[config.mk]
export PLATFORM = sky130hd
export DESIGN_NAME = two_product_vend_controller
export DESIGN_NICKNAME = d
export VERILOG_FILES = /design/src/hdl/tpvc_pkg.sv /design/src/hdl/tpvc_cfg_regs.sv /design/src/hdl/tpvc_step.sv /design/src/hdl/two_product_vend_controller.sv
export SDC_FILE = /design/constraint.sdc
export NUM_CORES = 1
export LEC_CHECK = 0
export BUFFER_PORTS_ARGS = -buffer_cell sky130_fd_sc_hd__buf_2
export CORE_MARGIN = 4
export CORE_UTILIZATION = 35
export CTS_CLUSTER_DIAMETER = 120
export DETAILED_ROUTE_END_ITERATION = 10
export PLACE_DENSITY_LB_ADDON = 0.08
export SLEW_MARGIN = 0
export SYNTH_ARGS = -nofsm -noshare
export SYNTH_HDL_FRONTEND = slang
export SYNTH_SLANG_ARGS = --single-unit
[constraint.sdc]
create_clock -name i_clk -period 4.82 [get_ports i_clk]
set_input_delay 0.964 -clock i_clk [delete_from_list [all_inputs] [get_ports i_clk]]
set_output_delay 0.964 -clock i_clk [all_outputs]
set_load 0.05 [all_outputs]
[src/hdl/tpvc_pkg.sv]
// ----------------------------------------------------------------------------
// tpvc_pkg : shared types and codes of the two-product vend controller
// Holds command, button and mode codes, the register map and the bundles
// passed between the register file, the step logic and the top level.
// ----------------------------------------------------------------------------
package tpvc_pkg;

    localparam int unsigned DATA_W  = 16;
    localparam int unsigned PADDR_W = 4;
    localparam int unsigned PDATA_W = 32;

    // Commands carried by an input item
    localparam logic [2:0] CMD_NONE   = 3'd0;
    localparam logic [2:0] CMD_COIN   = 3'd1;
    localparam logic [2:0] CMD_EMPTY  = 3'd2;
    localparam logic [2:0] CMD_BUTTON = 3'd3;
    localparam logic [2:0] CMD_TICK   = 3'd4;

    // Buttons
    localparam logic [1:0] BTN_ONE    = 2'd0;
    localparam logic [1:0] BTN_TWO    = 2'd1;
    localparam logic [1:0] BTN_REFUND = 2'd2;

    // Modes
    localparam logic [1:0] MODE_IDLE  = 2'd0;
    localparam logic [1:0] MODE_READY = 2'd1;
    localparam logic [1:0] MODE_DISP  = 2'd2;

    // Products
    localparam logic [1:0] PROD_OFF = 2'd0;
    localparam logic [1:0] PROD_ONE = 2'd1;
    localparam logic [1:0] PROD_TWO = 2'd2;

    // Pending flag bits
    localparam int unsigned PEND_ONE    = 0;
    localparam int unsigned PEND_TWO    = 1;
    localparam int unsigned PEND_REFUND = 2;

    // Register indexes (paddr[3:2])
    localparam logic [1:0] REG_PRICE_ONE = 2'd0;
    localparam logic [1:0] REG_PRICE_TWO = 2'd1;
    localparam logic [1:0] REG_TIME_ONE  = 2'd2;
    localparam logic [1:0] REG_TIME_TWO  = 2'd3;

    typedef struct packed {
        logic [DATA_W-1:0] price_one;
        logic [DATA_W-1:0] price_two;
        logic [DATA_W-1:0] time_one;
        logic [DATA_W-1:0] time_two;
    } t_cfg;

    typedef struct packed {
        logic [1:0]        mode;
        logic [DATA_W-1:0] countdown;
        logic [1:0]        active_product;
        logic [2:0]        pending;
    } t_state;

    typedef struct packed {
        logic [2:0]        cmd;
        logic [1:0]        button;
        logic [DATA_W-1:0] balance;
    } t_item;

    typedef struct packed {
        logic [1:0]        state_code;
        logic              relay_one;
        logic              relay_two;
        logic [1:0]        charge_product;
        logic [DATA_W-1:0] charge_amount;
        logic              refund_request;
        logic [DATA_W-1:0] refund_amount;
        logic [1:0]        sale_finished;
        logic [DATA_W-1:0] seconds_left;
    } t_result;

endpackage

[src/hdl/tpvc_cfg_regs.sv]
// ----------------------------------------------------------------------------
// tpvc_cfg_regs : price and dispense time registers
// APB-style register file for the four 16-bit settings, one word each.
// ----------------------------------------------------------------------------
module tpvc_cfg_regs (
    input  logic                          i_clk,
    input  logic                          i_rst_n,
    input  logic                          psel,
    input  logic                          penable,
    input  logic                          pwrite,
    input  logic [tpvc_pkg::PADDR_W-1:0]  paddr,
    input  logic [tpvc_pkg::PDATA_W-1:0]  pwdata,
    output logic [tpvc_pkg::PDATA_W-1:0]  prdata,
    output logic                          pready,
    output tpvc_pkg::t_cfg                o_cfg
);
    import tpvc_pkg::*;

    t_cfg       r_cfg;
    t_cfg       n_cfg;
    logic       wr_en;
    logic [1:0] reg_idx;
    logic [DATA_W-1:0] rd_word;

    assign pready  = 1'b1;
    assign wr_en   = psel && penable && pwrite;
    assign reg_idx = paddr[3:2];

    always_comb begin
        n_cfg = r_cfg;
        if (wr_en) begin
            case (reg_idx)
                REG_PRICE_ONE: n_cfg.price_one = pwdata[DATA_W-1:0];
                REG_PRICE_TWO: n_cfg.price_two = pwdata[DATA_W-1:0];
                REG_TIME_ONE:  n_cfg.time_one  = pwdata[DATA_W-1:0];
                REG_TIME_TWO:  n_cfg.time_two  = pwdata[DATA_W-1:0];
                default:       n_cfg = r_cfg;
            endcase
        end
    end

    always_ff @(posedge i_clk) begin
        if (!i_rst_n) begin
            r_cfg <= '0;
        end else begin
            r_cfg <= n_cfg;
        end
    end

    always_comb begin
        case (reg_idx)
            REG_PRICE_ONE: rd_word = r_cfg.price_one;
            REG_PRICE_TWO: rd_word = r_cfg.price_two;
            REG_TIME_ONE:  rd_word = r_cfg.time_one;
            REG_TIME_TWO:  rd_word = r_cfg.time_two;
            default:       rd_word = '0;
        endcase
    end

    assign prdata = {{(PDATA_W-DATA_W){1'b0}}, rd_word};
    assign o_cfg  = r_cfg;

endmodule

[src/hdl/tpvc_step.sv]
// ----------------------------------------------------------------------------
// tpvc_step : next-state and result logic for one item
// Applies the event to the mode, then runs the task rule of the new mode.
// ----------------------------------------------------------------------------
module tpvc_step (
    input  tpvc_pkg::t_cfg    i_cfg,
    input  tpvc_pkg::t_state  i_state,
    input  tpvc_pkg::t_item   i_item,
    output tpvc_pkg::t_state  o_state,
    output tpvc_pkg::t_result o_result
);
    import tpvc_pkg::*;

    logic [2:0] ev_pending;
    logic [1:0] ev_mode;
    logic       afford_one;
    logic       afford_two;
    t_state     nx;
    t_result    res;

    assign afford_one = i_item.balance >= i_cfg.price_one;
    assign afford_two = i_item.balance >= i_cfg.price_two;

    // Event phase: latch presses, move the mode on coin / credit empty
    always_comb begin
        ev_pending = i_state.pending;
        if (i_item.cmd == CMD_BUTTON) begin
            case (i_item.button)
                BTN_ONE:    ev_pending[PEND_ONE]    = 1'b1;
                BTN_TWO:    ev_pending[PEND_TWO]    = 1'b1;
                BTN_REFUND: ev_pending[PEND_REFUND] = 1'b1;
                default:    ev_pending = i_state.pending;
            endcase
        end
        ev_mode = i_state.mode;
        if (i_state.mode == MODE_IDLE && i_item.cmd == CMD_COIN) begin
            ev_mode = MODE_READY;
        end else if (i_state.mode == MODE_READY && i_item.cmd == CMD_EMPTY) begin
            ev_mode = MODE_IDLE;
        end
    end

    // Task phase
    always_comb begin
        nx                 = i_state;
        nx.mode            = ev_mode;
        nx.pending         = ev_pending;
        res                = '0;
        case (ev_mode)
            MODE_IDLE: begin
                nx.pending = '0;
            end
            MODE_READY: begin
                if (ev_pending[PEND_ONE] && afford_one) begin
                    nx.pending[PEND_ONE] = 1'b0;
                    nx.countdown         = i_cfg.time_one;
                    nx.active_product    = PROD_ONE;
                    nx.mode              = MODE_DISP;
                    res.charge_product   = PROD_ONE;
                    res.charge_amount    = i_cfg.price_one;
                end else if (ev_pending[PEND_TWO] && afford_two) begin
                    nx.pending[PEND_TWO] = 1'b0;
                    nx.countdown         = i_cfg.time_two;
                    nx.active_product    = PROD_TWO;
                    nx.mode              = MODE_DISP;
                    res.charge_product   = PROD_TWO;
                    res.charge_amount    = i_cfg.price_two;
                end else if (ev_pending[PEND_REFUND]) begin
                    nx.pending[PEND_REFUND] = 1'b0;
                    nx.mode                 = MODE_IDLE;
                    res.refund_request      = 1'b1;
                    res.refund_amount       = i_item.balance;
                end
            end
            MODE_DISP: begin
                if (i_item.cmd == CMD_TICK) begin
                    if (i_state.countdown != '0) begin
                        nx.countdown = i_state.countdown - 1'b1;
                    end else begin
                        res.sale_finished = i_state.active_product;
                        nx.active_product = PROD_OFF;
                        nx.mode           = MODE_IDLE;
                    end
                end
            end
            default: begin
                nx.mode = ev_mode;
            end
        endcase
        res.state_code   = nx.mode;
        res.relay_one    = (nx.mode == MODE_DISP) && (nx.active_product == PROD_ONE);
        res.relay_two    = (nx.mode == MODE_DISP) && (nx.active_product == PROD_TWO);
        res.seconds_left = nx.countdown;
    end

    assign o_state  = nx;
    assign o_result = res;

endmodule

[src/hdl/two_product_vend_controller.sv]
// ----------------------------------------------------------------------------
// two_product_vend_controller : two-product dispenser controller
// Input register, one pass of next-state logic, result register.
// ----------------------------------------------------------------------------
// Each input transfer carries an event (coin, credit empty, button press or
// second tick) plus the customer balance and yields exactly one result
// transfer: mode, relay drives, any charge or refund, a finished sale and the
// remaining dispense seconds. An item is captured in the input register and
// runs through one level of next-state logic as it moves to the result
// register. The input register and the result register each hold one item,
// so one item per cycle is sustained while every result is taken at once; a
// new input transfer is taken while a result waits only if the input register
// is empty. The controller state advances in the same cycle an item enters the
// result register. Prices and dispense times sit in four 16-bit registers on
// the APB-style port at byte offsets 0 (price one), 4 (price two), 8 (time one)
// and 12 (time two); write them only while no item is in flight.
// ----------------------------------------------------------------------------
module two_product_vend_controller (
    input  logic                          i_clk,
    input  logic                          i_rst_n,
    // item input
    input  logic                          i_in_valid,
    output logic                          o_in_ready,
    input  logic [2:0]                    i_cmd,
    input  logic [1:0]                    i_button,
    input  logic [tpvc_pkg::DATA_W-1:0]   i_balance,
    // result output
    output logic                          o_out_valid,
    input  logic                          i_out_ready,
    output logic [1:0]                    o_state_code,
    output logic                          o_relay_one,
    output logic                          o_relay_two,
    output logic [1:0]                    o_charge_product,
    output logic [tpvc_pkg::DATA_W-1:0]   o_charge_amount,
    output logic                          o_refund_request,
    output logic [tpvc_pkg::DATA_W-1:0]   o_refund_amount,
    output logic [1:0]                    o_sale_finished,
    output logic [tpvc_pkg::DATA_W-1:0]   o_seconds_left,
    // configuration port
    input  logic                          psel,
    input  logic                          penable,
    input  logic                          pwrite,
    input  logic [tpvc_pkg::PADDR_W-1:0]  paddr,
    input  logic [tpvc_pkg::PDATA_W-1:0]  pwdata,
    output logic [tpvc_pkg::PDATA_W-1:0]  prdata,
    output logic                          pready
);
    import tpvc_pkg::*;

    t_cfg    cfg;
    t_state  r_state;
    t_state  step_state;
    t_result step_result;

    logic    r_in_vld;
    t_item   r_item;
    logic    r_out_vld;
    t_result r_result;

    logic    in_xfer;
    logic    advance;

    tpvc_cfg_regs u_cfg_regs (
        .i_clk   (i_clk),
        .i_rst_n (i_rst_n),
        .psel    (psel),
        .penable (penable),
        .pwrite  (pwrite),
        .paddr   (paddr),
        .pwdata  (pwdata),
        .prdata  (prdata),
        .pready  (pready),
        .o_cfg   (cfg)
    );

    tpvc_step u_step (
        .i_cfg    (cfg),
        .i_state  (r_state),
        .i_item   (r_item),
        .o_state  (step_state),
        .o_result (step_result)
    );

    // Move the held item on when the result register is free or being emptied
    assign advance    = r_in_vld && (!r_out_vld || i_out_ready);
    assign o_in_ready = !r_in_vld || advance;
    assign in_xfer    = i_in_valid && o_in_ready;

    // Input register: hold the item until it can advance
    always_ff @(posedge i_clk) begin
        if (!i_rst_n) begin
            r_in_vld <= 1'b0;
        end else if (in_xfer) begin
            r_in_vld <= 1'b1;
        end else if (advance) begin
            r_in_vld <= 1'b0;
        end
    end

    always_ff @(posedge i_clk) begin
        if (in_xfer) begin
            r_item.cmd     <= i_cmd;
            r_item.button  <= i_button;
            r_item.balance <= i_balance;
        end
    end

    // Controller state: update once per item, as it enters the result register
    always_ff @(posedge i_clk) begin
        if (!i_rst_n) begin
            r_state <= '0;
        end else if (advance) begin
            r_state <= step_state;
        end
    end

    // Result register
    always_ff @(posedge i_clk) begin
        if (!i_rst_n) begin
            r_out_vld <= 1'b0;
        end else if (advance) begin
            r_out_vld <= 1'b1;
        end else if (i_out_ready) begin
            r_out_vld <= 1'b0;
        end
    end

    always_ff @(posedge i_clk) begin
        if (advance) begin
            r_result <= step_result;
        end
    end

    assign o_out_valid      = r_out_vld;
    assign o_state_code     = r_result.state_code;
    assign o_relay_one      = r_result.relay_one;
    assign o_relay_two      = r_result.relay_two;
    assign o_charge_product = r_result.charge_product;
    assign o_charge_amount  = r_result.charge_amount;
    assign o_refund_request = r_result.refund_request;
    assign o_refund_amount  = r_result.refund_amount;
    assign o_sale_finished  = r_result.sale_finished;
    assign o_seconds_left   = r_result.seconds_left;

endmodule

# ---- Yosys cells after proc, flatten, opt, wreduce, memory -nomap -nowiden
# Index checks and enable logic that the tools add are counted.
# Widths: inputs -> output; s select.
dict set report op_classes {
  n_addsub 1
  magnitude_cmp 2
  eq_ne 15
  n_mux 29
  n_bitwise 4
  reduce_logical 29
}
# cell n
set ops {}
lappend ops {{$pmux 16 s4} 1}
lappend ops {{$mux 20} 2}
lappend ops {{$mux 18} 2}
lappend ops {{$pmux 18 s2} 1}
lappend ops {{$mux 17} 2}
lappend ops {{$ge 16x16->1} 2}
lappend ops {{$mux 16} 1}
lappend ops {{$reduce_bool 16->1} 1}
lappend ops {{$sub 16x1->16 const B} 1}
lappend ops {{$mux 2} 7}
lappend ops {{$eq 2x2->1 const B} 6}
lappend ops {{$eq 2x1->1 const B} 5}
lappend ops {{$logic_and 1x1->1} 10}
lappend ops {{$mux 1} 10}
lappend ops {{$logic_not 2->1} 4}
lappend ops {{$reduce_and 2->1} 4}
lappend ops {{$eq 3x2->1 const B} 2}
lappend ops {{$pmux 3 s2} 1}
lappend ops {{$reduce_or 3->1} 2}
lappend ops {{$not 1->1} 4}
lappend ops {{$pmux 2 s2} 1}
lappend ops {{$reduce_bool 2->1} 2}
lappend ops {{$reduce_or 4->1} 1}
lappend ops {{$eq 3x1->1 const B} 1}
lappend ops {{other kinds (5)} 7}
dict set report word_totals {
  ff_bits 167
  input_bits 64
  output_inout_bits 92
  elab_cells 103
}

# ---- Logic depth before layout (Yosys ltp)
dict set report logic_depth {
  depth_word 10
  depth_mapped 12
  mapped_depth_nobuf 12
}

# ---- Modules after synthesis
# A second synthesis with hierarchy kept.
dict set report hier_totals {
  cells_unflattened 820
  area_unflattened_um2 8703.3
}
# mod instances cells_each area_each_um2
set modules_own_cells {}
lappend modules_own_cells {two_product_vend_controller 1 187 3370.7}
lappend modules_own_cells {tpvc_cfg_regs 1 269 2921.6}
lappend modules_own_cells {tpvc_step 1 364 2411.1}

# ---- Worst setup path before layout
# OpenSTA, ideal clock, no wires.
dict set report synth_timing {
  path_kind {input-to-reg}
  startpoint {input port i_out_ready}
  endpoint {register r_state[5] (netlist name)}
  setup_time_ps 119
  arrival_time_ps 3472
  t_required_ps 4701
  path_slack_ps 1230
  stages 6
  path_cell_list {nor2b_1 > nand2b_1 > clkinv_1 > nand2_1 > a21oi_1 > o221a_2}
}
dict set report synth_between {
  elab_chain_cells 2
}
# element line
set synth_lines {}
lappend synth_lines {{from (decl)} two_product_vend_controller.sv:29} ;# input logic i_out_ready,
lappend synth_lines {{$logic_or 1x1->1} two_product_vend_controller.sv:85} ;# assign advance = r_in_vld && (!r_out_vld || i_out_ready);
lappend synth_lines {{$logic_and 1x1->1} two_product_vend_controller.sv:85}
lappend synth_lines {{net advance} two_product_vend_controller.sv:61} ;# logic advance;
lappend synth_lines {{to (signal assigned)} two_product_vend_controller.sv:113} ;# r_state <= step_state;
lappend synth_lines {{to (decl)} two_product_vend_controller.sv:51} ;# t_state r_state;
# The timed path passes the listed nets, and every way through them passes these cells.
# A chain may end at the register's enable or synchronous reset.

==> impl_metrics.json <==
{
  "grt_pass1_vias": 6879,
  "die-area_mm2": 0.02722,
  "ys_top_cells_by_count": "nand2_1 (160), a21oi_1 (106), dfxtp_1 (89), edfxtp_1 (78), inv_1 (44)",
  "synthTopCellsByArea": "edfxtp_1 (27%), dfxtp_1 (21%), nand2_1 (7.0%), a21oi_1 (6.2%), ha_1 (5.4%)",
  "drc": 0,
  "tightest_slew_ns": 1.161,
  "slew_violations": 0,
  "rsz0062_at_grt": "false",
  "final.setup.tns_ns": 0,
  "portBuffers": 120,
  "status": "completed",
  "routed_wl_um": 28630,
  "netlist_area_mm2": 0.008626,
  "ctsRootBufferMaster": "clkbuf_16",
  "finalPower_uw": 3417,
  "ctsHoldBuffers": 0,
  "synth_seq_cells": 167,
  "dr.pass1.iters": 5,
  "grt_max_degree": 53,
  "ys.flop_type": "dfxtp_1",
  "wl_per_cell_um": 21.34,
  "cts_buffer_depth": 2,
  "drive_gt1_frac": 0.2063,
  "antenna_left": 0,
  "leakagePower_uw": 0.003708,
  "synth_most_common_cell": "nand2_1",
  "cap_violations": 0,
  "max-slew-margin-rel": 0.2262,
  "dpl.hpwl_um": 20460,
  "arrival_ns": 3.96,
  "fmax_mhz": 264.1,
  "numCtsBuffers": 17,
  "crit_path_start_kind": "flip-flop",
  "hold_viol_final": 0,
  "grt_remaining_overflow": 0,
  "finalSetupViolCount": 0,
  "antenna_found_initial": 0,
  "die_h_um": 165.0,
  "synth_top_area_share": 0.2715,
  "start_util": 0.3557,
  "clock_latency_ns": 0.44,
  "synth_edf_count": 78,
  "postCtsSetupBuffers": 0,
  "fin_crit_ns": 3.787,
  "nets": 1106,
  "powerDensity_mw_per_mm2": 337.1,
  "crit_path_max_fanout": 16,
  "rows": 57,
  "yosys.cell_types.count": 69,
  "io_pins": 156,
  "core_area_mm2": 0.02425,
  "cts_resized": 0,
  "cts_sinks": 167,
  "cp.required_ns": 4.99,
  "gp_congestion": 0.8719,
  "finClkSkew_ns": 0.01572,
  "routed_via_density": 5.307,
  "async_reset_ff_frac": 0,
  "end_kind": "flip-flop",
  "grt_usage": 0.2133,
  "setup.worst_path.class": "reg -> reg",
  "synthToLayoutAreaGrowth_pct": 17.52,
  "syn_avg_cell_area_um2": 9.627,
  "ys_seq_area_frac": 0.4781,
  "netlist_instances": 896,
  "fp.dieW_um": 165.0,
  "timing.final.crit_share": 0.7856,
  "clk_pin_slew_ns": 0.08,
  "yosysTopAreaCell": "edfxtp_1",
  "grt_pass1_wl_um": 43120,
  "drt_first_iter_violations": 652,
  "vias": 7122,
  "diodes": 0,
  "ys.warnings.count": 0,
  "cts_max_level": 4,
  "peakVddDrop_v": 0.0001915,
  "hold_path_class": "reg -> reg",
  "cts_tree": "built"
}
[power by group]
group / switching (µW) / leakage, µW / internal [µW]
clock: 686 / 0.000299 / 752
combinational: 314 / 0.00193 / 110
sequential: 28.9 / 0.00148 / 1530
[cell families (layout without fill, tap and decap cells)]
family	after synthesis	after routing	share of synthesized area
compound gates	258	258	0.1941
xor+xnor	9	9	0.009139
fa+ha+maj	37	37	0.05367
buf+inv	110	217	0.05817
flops	167	167	0.4781
mux	18	18	0.04439
other cells	2	17	0.0008706
simple gates	295	295	0.1616
[flip-flops by register name, indices dropped and copies added (netlist names)]
signal	flops
o_charge_amount	16
o_charge_product	2
o_out_valid	1
o_refund_amount	16
o_refund_request	1
o_relay_one	1
o_relay_two	1
o_sale_finished	2
o_seconds_left	16
o_state_code	2
r_in_vld	1
r_item	21
r_state	23
u_cfg_regs.o_cfg	64
[critical path, stage by stage, from the launching register on]
cell       delay (ns)
dfxtp_1          0.46
inv_1            0.09
ha_1             0.29
and3_1           0.14
o21ai_0          0.17
a2111oi_0        0.54
nor3_1           0.09
buf_4            0.19
nor2_2           0.83
a22oi_1          0.25
a31oi_1          0.47
[through the flow]
stage | cells | setup slack, ns | utilization | hold WS, ns | area (µm²)
floorplan | 911 | 1.230 | - | 0.4314 | 8682
global placement | 1310 | 1.099 | 0.3925 | 0.4450 | 9518
detailed placement | 1310 | 1.138 | 0.3925 | 0.4466 | 9518
CTS | 1342 | 1.114 | 0.4181 | 0.4601 | 10140
global route | 1342 | 0.7316 | 0.4181 | 0.4865 | 10140
finish | 1342 | 1.033 | 0.4181 | 0.4644 | 10140
[layout make-up]
cell class | count | area (µm²)
well taps | 324 | 405.4
inverters | 46 | 172.7
flip-flops and latches | 167 | 4124
repair buffers | 139 | 743.2
fillers | 2450 | 14110
clock buffers | 17 | 425.4
clock inverters | 15 | 193.9
multi-input cells | 634 | 4073
[layer usage]
layer / up-vias / track usage / part of all wire
li1: 3469 / - / -
met1: 3365 / 0.3062 / 0.46
met2: 260 / 0.3229 / 0.44
met3: 28 / 0.05041 / 0.076
met4: 0 / 0.05633 / 0.020
met5: - / 0 / 0
[worst paths after layout]
kind                                     start                      endpoint  slack, ns  cells past startpoint
max          u_cfg_regs.o_cfg[49]$_SDFFE_PN0P_  o_seconds_left[13]$_DFFE_PP_       1.03                     10
min                    r_state[2]$_SDFFE_PN0P_       r_state[2]$_SDFFE_PN0P_       0.46                      2
max reg2reg  u_cfg_regs.o_cfg[49]$_SDFFE_PN0P_  o_seconds_left[13]$_DFFE_PP_       1.03                     10
min reg2reg            r_state[2]$_SDFFE_PN0P_       r_state[2]$_SDFFE_PN0P_       0.46                      2
[placed cells by master (no fill, tap or decap), types with 8 or more instances in the layout]
cell type / synthesis / layout
buf_2: 5 / 120
a211oi_1: 8 / 8
clkbuf_16: 0 / 17
a22o_1: 17 / 17
a21o_1: 11 / 11
edfxtp_1: 78 / 78
a21oi_1: 106 / 106
nand3_1: 15 / 15
and2_1: 20 / 20
mux4_2: 16 / 16
and3_1: 8 / 8
buf_4: 18 / 19
nor3_1: 15 / 14
conb_1: 2 / 17
inv_1: 44 / 43
dfxtp_1: 89 / 89
o21ai_0: 32 / 32
a31oi_1: 13 / 13
nor2_1: 33 / 32
ha_1: 37 / 37
nand2_1: 160 / 160
Note: power is estimated with default switching activity, not from simulation.
